### src/sv/tccw_pkg.sv
`default_nettype none

package tccw_pkg;

    localparam int CHAR_W  = 8;
    localparam int COORD_W = 8;
    localparam int ADDR_W  = 14;
    localparam int COLOR_W = 8;
    localparam int NIB_W   = 4;
    localparam int CFG_IDX_W  = 8;
    localparam int CFG_DATA_W = 8;
    localparam int IN_DATA_W  = 24;
    localparam int OUT_DATA_W = 32;

    localparam logic [CHAR_W-1:0] CH_CR = 8'd13;
    localparam logic [CHAR_W-1:0] CH_LF = 8'd10;

    localparam logic OP_PUT_CHAR   = 1'b0;
    localparam logic OP_SET_CURSOR = 1'b1;

    localparam logic [CFG_IDX_W-1:0] CFG_FG_COLOUR = 8'd0;
    localparam logic [CFG_IDX_W-1:0] CFG_BG_COLOUR = 8'd1;

    typedef struct packed {
        logic [COORD_W-1:0] new_row;
        logic [COORD_W-1:0] new_col;
        logic [CHAR_W-1:0]  char_code;
        logic               opcode;
    } in_item_t;

    typedef struct packed {
        logic [COLOR_W-1:0] cell_colour;
        logic [CHAR_W-1:0]  cell_char;
        logic [ADDR_W-1:0]  word_address;
    } cell_t;

    typedef struct packed {
        logic  valid;
        cell_t wr;
    } cell_beat_t;

endpackage

`default_nettype wire

### src/sv/text_console_cursor_writer.sv
// An accepted item's cell write reaches m_* through the input and output registers.
// Throughput: one item per cycle unless m_tready stalls; the cursor update and
// address multiply sit between the input register and the output register.
// Items that write no cell (CR, LF, set cursor, off-grid) never wait on m_tready.
// Reset (aresetn low, synchronous): cursor, colours and both valid flags clear.
`default_nettype none

module text_console_cursor_writer
    import tccw_pkg::*;
#(
    parameter int COLUMNS = 100,
    parameter int ROWS    = 50
) (
    input  wire logic                  aclk,
    input  wire logic                  aresetn,
    input  wire logic                  s_tvalid,
    output logic                       s_tready,
    // [7:0] char_code, [15:8] new_col, [23:16] new_row
    input  wire logic [IN_DATA_W-1:0]  s_tdata,
    // [0] opcode
    input  wire logic                  s_tuser,
    output logic                       m_tvalid,
    input  wire logic                  m_tready,
    // [13:0] word_address, [21:14] cell_char, [29:22] cell_colour, [31:30] zero
    output logic [OUT_DATA_W-1:0]      m_tdata,
    input  wire logic                  cfg_valid,
    output logic                       cfg_ready,
    input  wire logic [CFG_IDX_W-1:0]  cfg_index,
    input  wire logic [CFG_DATA_W-1:0] cfg_data
);

    in_item_t           in_item;
    cell_beat_t         res;
    logic               res_ready;
    logic [COLOR_W-1:0] colour;
    cell_t              m_cell;

    assign in_item.opcode    = s_tuser;
    assign in_item.char_code = s_tdata[7:0];
    assign in_item.new_col   = s_tdata[15:8];
    assign in_item.new_row   = s_tdata[23:16];

    assign m_tdata = {(OUT_DATA_W - $bits(cell_t))'(0), m_cell};

    tccw_cfg_regs u_cfg (
        .aclk      (aclk),
        .aresetn   (aresetn),
        .cfg_valid (cfg_valid),
        .cfg_ready (cfg_ready),
        .cfg_index (cfg_index),
        .cfg_data  (cfg_data),
        .colour    (colour)
    );

    tccw_cursor #(
        .COLUMNS (COLUMNS),
        .ROWS    (ROWS)
    ) u_cursor (
        .aclk      (aclk),
        .aresetn   (aresetn),
        .in_valid  (s_tvalid),
        .in_ready  (s_tready),
        .in_item   (in_item),
        .colour    (colour),
        .res       (res),
        .res_ready (res_ready)
    );

    tccw_out_reg u_out (
        .aclk      (aclk),
        .aresetn   (aresetn),
        .res       (res),
        .res_ready (res_ready),
        .m_tvalid  (m_tvalid),
        .m_tready  (m_tready),
        .m_cell    (m_cell)
    );

endmodule

`default_nettype wire

### src/sv/tccw_cfg_regs.sv
`default_nettype none

module tccw_cfg_regs
    import tccw_pkg::*;
(
    input  wire logic                  aclk,
    input  wire logic                  aresetn,
    input  wire logic                  cfg_valid,
    output logic                       cfg_ready,
    input  wire logic [CFG_IDX_W-1:0]  cfg_index,
    input  wire logic [CFG_DATA_W-1:0] cfg_data,
    output logic [COLOR_W-1:0]         colour
);

    logic [NIB_W-1:0] fg_reg, fg_next;
    logic [NIB_W-1:0] bg_reg, bg_next;

    assign cfg_ready = 1'b1;
    assign colour    = {bg_reg, fg_reg};

    always_comb begin
        fg_next = fg_reg;
        bg_next = bg_reg;
        if (cfg_valid && cfg_index == CFG_FG_COLOUR) begin
            fg_next = cfg_data[NIB_W-1:0];
        end
        if (cfg_valid && cfg_index == CFG_BG_COLOUR) begin
            bg_next = cfg_data[NIB_W-1:0];
        end
    end

    always_ff @(posedge aclk) begin
        if (!aresetn) begin
            fg_reg <= '0;
            bg_reg <= '0;
        end else begin
            fg_reg <= fg_next;
            bg_reg <= bg_next;
        end
    end

endmodule

`default_nettype wire

### src/sv/tccw_cursor.sv
`default_nettype none

module tccw_cursor
    import tccw_pkg::*;
#(
    parameter int COLUMNS = 100,
    parameter int ROWS    = 50
) (
    input  wire logic               aclk,
    input  wire logic               aresetn,
    input  wire logic               in_valid,
    output logic                    in_ready,
    input  wire in_item_t           in_item,
    input  wire logic [COLOR_W-1:0] colour,
    output cell_beat_t              res,
    input  wire logic               res_ready
);

    localparam int OFF_W = 2 * COORD_W + 1;
    localparam logic [COORD_W-1:0] COLS_LIM = COORD_W'(COLUMNS);
    localparam logic [COORD_W-1:0] ROWS_LIM = COORD_W'(ROWS);
    localparam logic [OFF_W-1:0]   ROW_STRIDE = OFF_W'(2 * COLUMNS);

    logic               valid_reg, valid_next;
    in_item_t           item_reg, item_next;
    logic [COORD_W-1:0] col_reg, col_next;
    logic [COORD_W-1:0] row_reg, row_next;

    logic               is_ctrl;
    logic               produces;
    logic               advance;
    logic [COORD_W-1:0] col_w;
    logic [COORD_W-1:0] row_w;
    logic [COORD_W-1:0] row_lf;
    logic [COORD_W-1:0] row_inc;
    logic [OFF_W-1:0]   addr_full;

    always_comb begin
        row_inc = row_reg + COORD_W'(1);
        row_lf  = (row_inc >= ROWS_LIM) ? '0 : row_inc;
        if (col_reg >= COLS_LIM) begin
            col_w = '0;
            row_w = row_lf;
        end else begin
            col_w = col_reg;
            row_w = row_reg;
        end
        addr_full = OFF_W'({col_w, 1'b0}) + OFF_W'(row_w) * ROW_STRIDE;
        is_ctrl   = item_reg.char_code == CH_CR || item_reg.char_code == CH_LF;
        produces  = item_reg.opcode == OP_PUT_CHAR && !is_ctrl &&
                    col_w < COLS_LIM && row_w < ROWS_LIM;
    end

    assign advance  = valid_reg && (!produces || res_ready);
    assign in_ready = !valid_reg || advance;

    assign res.valid           = valid_reg && produces;
    assign res.wr.word_address = addr_full[ADDR_W-1:0];
    assign res.wr.cell_char    = item_reg.char_code;
    assign res.wr.cell_colour  = colour;

    always_comb begin
        col_next = col_reg;
        row_next = row_reg;
        if (advance) begin
            priority if (item_reg.opcode == OP_SET_CURSOR) begin
                col_next = item_reg.new_col;
                row_next = item_reg.new_row;
            end else if (item_reg.char_code == CH_CR) begin
                col_next = '0;
            end else if (item_reg.char_code == CH_LF) begin
                row_next = row_lf;
            end else begin
                col_next = col_w + COORD_W'(1);
                row_next = row_w;
            end
        end
    end

    always_comb begin
        valid_next = valid_reg;
        item_next  = item_reg;
        if (in_ready) begin
            valid_next = in_valid;
            item_next  = in_item;
        end
    end

    always_ff @(posedge aclk) begin
        item_reg <= item_next;
        if (!aresetn) begin
            valid_reg <= 1'b0;
            col_reg   <= '0;
            row_reg   <= '0;
        end else begin
            valid_reg <= valid_next;
            col_reg   <= col_next;
            row_reg   <= row_next;
        end
    end

endmodule

`default_nettype wire

### src/sv/tccw_out_reg.sv
`default_nettype none

module tccw_out_reg
    import tccw_pkg::*;
(
    input  wire logic       aclk,
    input  wire logic       aresetn,
    input  wire cell_beat_t res,
    output logic            res_ready,
    output logic            m_tvalid,
    input  wire logic       m_tready,
    output cell_t           m_cell
);

    logic  valid_reg, valid_next;
    cell_t cell_reg, cell_next;

    assign res_ready = !valid_reg || m_tready;
    assign m_tvalid  = valid_reg;
    assign m_cell    = cell_reg;

    always_comb begin
        valid_next = valid_reg;
        cell_next  = cell_reg;
        if (res_ready) begin
            valid_next = res.valid;
            cell_next  = res.wr;
        end
    end

    always_ff @(posedge aclk) begin
        cell_reg <= cell_next;
        if (!aresetn) begin
            valid_reg <= 1'b0;
        end else begin
            valid_reg <= valid_next;
        end
    end

endmodule

`default_nettype wire
### config.mk
export PLATFORM = sky130hd
export DESIGN_NAME = text_console_cursor_writer
export DESIGN_NICKNAME = d
export VERILOG_FILES = /design/src/sv/tccw_pkg.sv /design/src/sv/text_console_cursor_writer.sv /design/src/sv/tccw_cfg_regs.sv /design/src/sv/tccw_cursor.sv /design/src/sv/tccw_out_reg.sv
export SDC_FILE = /design/constraint.sdc
export NUM_CORES = 1
export LEC_CHECK = 0
export BUFFER_PORTS_ARGS = -buffer_cell sky130_fd_sc_hd__buf_2
export CAP_MARGIN = 20
export CORE_UTILIZATION = 48
export CTS_CLUSTER_DIAMETER = 200
export DETAILED_ROUTE_END_ITERATION = 10
export HOLD_SLACK_MARGIN = 0.06
export PLACE_DENSITY = 0.76
export SYNTH_ARGS = -nofsm -noshare
export SYNTH_HDL_FRONTEND = slang
export SYNTH_SLANG_ARGS = --single-unit
### constraint.sdc
create_clock -name aclk -period 10.1 [get_ports aclk]
set_clock_uncertainty 0.2 [all_clocks]
set_input_delay 0 -clock aclk [delete_from_list [all_inputs] [get_ports aclk]]
set_output_delay 0 -clock aclk [all_outputs]
set_load 0.03 [all_outputs]
== After elaboration in Yosys (flattened, before gate mapping) ==
Index checks and enable logic that the tools add are counted.
W data, S select, Z words.

* Add/sub/neg operators: 3
* $mul: 1
* $lt $le $gt $ge: 4
* Equality and inequality tests: 5
* Muxes and demuxes: 9
* Bitwise gates (word level): 1
* Reduce and logical (&&, ||, !) cells: 18

{| class="wikitable"
|+ Operators by type and width
! operator !! number
|-
| $mux W8 || 9
|-
| $add A8 B1 Y8 const B || 2
|-
| $eq A8 B4 Y1 const B || 2
|-
| $add A9 B14 Y14 || 1
|-
| $mul A8 B5 Y11 const B || 1
|-
| $eq A8 B1 Y1 const B || 1
|-
| $ge A8 B6 Y1 const B || 1
|-
| $ge A8 B7 Y1 const B || 1
|-
| $logic_not A8 Y1 || 1
|-
| $lt A8 B6 Y1 const B || 1
|-
| $lt A8 B7 Y1 const B || 1
|-
| $logic_and A1 B1 Y1 || 7
|-
| $logic_not A1 Y1 || 4
|-
| $logic_or A1 B1 Y1 || 4
|-
| $reduce_and A2 Y1 || 2
|-
| $ne A3 B2 Y1 const B || 1
|-
| $ne A2 B1 Y1 const B || 1
|-
| $not A1 Y1 || 1
|}

* Register bits: 81
* Output and inout bits: 35

== Logic depth before layout (Yosys ltp) ==
* Depth after elaboration: 10
* Gate-level depth with buffers: 23
* Mapped depth without buffers: 21

== By module ==
Synthesis repeated with hierarchy kept, for this count alone.

* Cells, all modules: 422
* Area, all modules: 4729.5 µm²

{| class="wikitable"
|+ By module, submodules not included
! module !! times used !! cells each !! area each (µm²) !! seq. area each (µm²)
|-
| tccw_cursor || 1 || 349 || 3394.5 || 1091.0
|-
| tccw_out_reg || 1 || 34 || 949.7 || 920.9
|-
| tccw_cfg_regs || 1 || 36 || 366.6 || 160.2
|-
| text_console_cursor_writer || 1 || 3 || 18.8 || 0.0
|}

== Worst setup path after synthesis ==
OpenSTA, ideal clock, no wires.

* Kind: reg-to-reg
* Start point: register u_cursor.row_reg[1]
* End point: register u_out.cell_reg, in the netlist u_out.m_cell[13], data pin
* Arrival: 4453 ps
* Data required time: 9640 ps
* Slack: 5188 ps
* Stages on the path, launching flop included: 22
* Buffers on the path: 2
* Path through: dfxtp_1 buf_6 inv_1 ha_1 and4b_1 nor4b_2 a211oi_4 o21ai_2 clkbuf_1 nor2_1 o21ai_0 o21ai_0 ha_1 ha_1 fa_1 ha_1 a21oi_1 o21bai_1 a21oi_1 xnor2_1 nand3_1 xnor2_1

{| class="wikitable"
|+ RTL lines
! element !! RTL line !! RTL
|-
| from (decl) || tccw_cursor.sv:27 || <nowiki>logic [COORD_W-1:0] row_reg, row_next;</nowiki>
|-
| from (signal assigned) || tccw_cursor.sv:98 || <nowiki>row_reg <= row_next;</nowiki>
|-
| to (signal assigned) || tccw_out_reg.sv:32 || <nowiki>cell_reg <= cell_next;</nowiki>
|-
| to (decl) || tccw_out_reg.sv:16 || <nowiki>cell_t cell_reg, cell_next;</nowiki>
|}

==> metrics <==
Final min period=roughly 5.6 ns; most frequent cells in the layout=buf_2, edfxtp_1, nand2_1, dlygate4sd3_1, ha_1; CTS Buf Count=9; CP required=approximately 10 ns; H-tree Lvls=3; crit path DAT=roughly 5.5 ns; yosys warns=0; DRT Pass-1 Iters=4; Cell variety after synth=64; largest net degree at the start of global routing=between 40 and 50; die width=between 90 and 100 um; Comb pwr share=~18%; Worst Hold Depth=2; Final Hold Viols=0; worst hold slack=about 0.15 ns; Synth Area in Compound Gates=13.9%; hold endpoint=u_cursor.item_reg[22]$_DFFE_PP_; RR Startpoint=u_cursor.row_reg[0]$_SDFFE_PN0P_; Sw Ratio=roughly 29%; critical path endpoint category=flip-flop; Routed WL=8920 um; Setup CP Type=flip-flop to flip-flop; routability congestion estimate=0.873; Port Buf Inserts=72; Site Rows=34; clock sink total=80; outcome=finished, final reports clean; Reg2Reg Depth=18; Largest register FFs=29; GRT Total Usage=between 10% and 20%; clock transition at the registers of the reported paths=0.09 ns; Worst Setup Start Kind=flip-flop; total of max-cap violations=0; unrepaired setup endpoints after global routing=false; global route overflow=0; R2R Setup Slk=approximately 4.5 ns; slew margin rel.=between 30 and 40%; Post-synth EDFFs=54; 1st-iter DRT viols=~140; Yosys reg bits=80; antenna violations before repair=0; Clock Power Share=a little under a third; first-pass GRT wire length=14600 um; # setup viols final=0; area leader, netlist=edfxtp_1; Async S/R FF share, synth=0%; Mapped Area=approximately 4500 sq um; Pleak=between 0.002 and 0.0025 uW; Max Slew Vio Count=0; XOR/XNOR share of the synthesized area=under 10%; Int Pwr=roughly 550 uW; Area contributors post-synth=edfxtp_1, dfxtp_1, ha_1; leading cell type in the layout, fill and taps excluded=buf_2; top-level port count=just over 80; Vias per Instance=5.33; Fmax=~0.18 GHz; WL/cell=about 14 um; register area share after synthesis=roughly 48%; Inserted Diodes=0; Final Cycle Share=55.2%; Synth Area in Adders=approximately a tenth; top_reg_cell synth=edfxtp_1; Root Buffer=clkbuf_8; mux contribution to synthesized area=under 10%; largest family of logic cells by synthesized area=simple AND/OR/NAND/NOR gates; Finished Layout Cells=621; CTS tree=done; Psw=221 uW; Vias=about 3.3k; final setup TNS=0 ns; min-delay src=s_tdata[21]; die area=just under 10000 sq um; Post-DRT Antenna Nets=0; Inst Count DP=between 500 and 600; simple-gate share of the synthesized area=between 10% and 20%; # DRC=0; Tightest Pin Transition=between 1 and 1.5 ns; total core area=8890 sq um; post-synth top area share=36.1%; pwr/cell area=139 nW/um^2; VDD IR-drop max=138 uV; post-synthesis cell count=roughly 400; Initial Util=between 50% and 60%; area delta synth->final=22.9%; vias in the first global route=3207; Die Ht=98.7 um; maximum fanout along the worst path=14; clk_lat worst skew=~0.35 ns; hpwl dp=between 5000 and 6000 um; sequential share of power=roughly 50%; hold crit path type=primary input to flip-flop; Layout Nets=589; RR Endpoint=u_out.m_cell[12]$_DFFE_PP_; syn_area_per_cell=between 10 and 15 sq um; clock tree buffer depth=2; layout cells sized above 1=between 10% and 20%
cell usage after synthesis, drive strengths merged (2+ instances only):
cell type and n:
buf 11, o211ai 6, and2 11, nand3 6, and3 4, fa 4
o21ai 14, nor2 7, o21bai 5, ha 31, dfxtp 26, nor4b 3
xnor2 16, nor2b 13, a32o 2, nor4 3, nand2b 3, nand2 45
or3 5, o221ai 3, conb 2, a22o 3, clkbuf 10, nand4 5
a21boi 3, inv 19, a21oi 15, xor2 8, o31ai 6, mux2i 22
o311ai 2, a21o 10, nand3b 2, nor3 3, edfxtp 54
power groups by stage:
stage	sequential [uW]	combinational, uW	clock [uW]
after floorplan	415	73.0	0
after global placement	392	124	0
after detailed placement	393	126	0
after CTS	385	138	247
after global routing	388	150	265
final	385	137	245
metrics by stage:
step	power, uW	worst slack [ns]	instance area, sq um	utilization (%)
global placement	516	4.56	4890	55.0
detailed placement	519	4.53	4890	55.0
finish	767	4.52	5520	62.1
CTS	770	4.50	5520	62.1
global route	803	4.05	5520	62.1
floorplan	488	5.19	4500	-
how the worst max path moves through the flow:
stage,startpoint,to,slack [ns]
after detailed placement,u_cursor.row_reg[0]$_SDFFE_PN0P_,u_out.m_cell[12]$_DFFE_PP_,4.53
after global routing,u_cursor.row_reg[0]$_SDFFE_PN0P_,u_cursor.valid_reg$_SDFFE_PN0P_,4.05
final,u_cursor.row_reg[0]$_SDFFE_PN0P_,u_out.m_cell[12]$_DFFE_PP_,4.52
after global placement,u_cursor.row_reg[0]$_SDFFE_PN0P_,u_out.m_cell[12]$_DFFE_PP_,4.56
after CTS,u_cursor.row_reg[0]$_SDFFE_PN0P_,u_out.m_cell[12]$_DFFE_PP_,4.50
after floorplan,u_cursor.row_reg[1]$_SDFFE_PN0P_,u_out.m_cell[13]$_DFFE_PP_,5.19
critical path, stage by stage, from the launching register on:
cell       delay, ns
dfxtp_1         0.56
ha_1            0.39
and2_1          0.26
a311oi_1        0.16
a211oi_4        0.29
o21ai_2         0.27
or2_2           0.38
o31ai_1         0.45
ha_1            0.33
ha_1            0.28
inv_1           0.05
fa_1            0.49
inv_1           0.04
ha_1            0.30
inv_1           0.06
o21bai_1        0.22
xor2_1          0.28
o2111ai_1       0.18
xnor2_1         0.15
cell type report:
type	count	area, sq um
Clock inverter	7	77.6
Sequential cell	80	2140
Inverter	20	75.1
Multi-Input combinational cell	281	2170
Clock buffer	9	124
Timing Repair Buffer	116	798
Tap cell	108	135
Fill cell	694	3370
timing repair:
| action | in CTS | in global routing |
|---|---|---|
| setup buffers | 0 | 0 |
| hold buffers | 43 | 0 |
| hold endpoints to repair | 49 | 0 |
| gates resized for setup | 0 | 0 |
| endpoints found under the setup margin | 0 | 0 |
cells by family after synthesis:
group	count (synthesis)
xor gates and xnor gates	24
adders and majority gates	35
AOI/OAI and AO/OA	79
DFF	80
other	2
buffers and inverters	41
and+or+nand+nor	116
muxes	22
per-layer routing:
layer,vias to the layer above,share of wire (%),track usage [%]
met5,-,0,0
met4,0,1.2,5.63
met3,10,3.6,5.11
met2,78,51,33.5
met1,1565,44,22.8
li1,1655,-,-
Note: power is estimated with default switching activity, not from simulation.
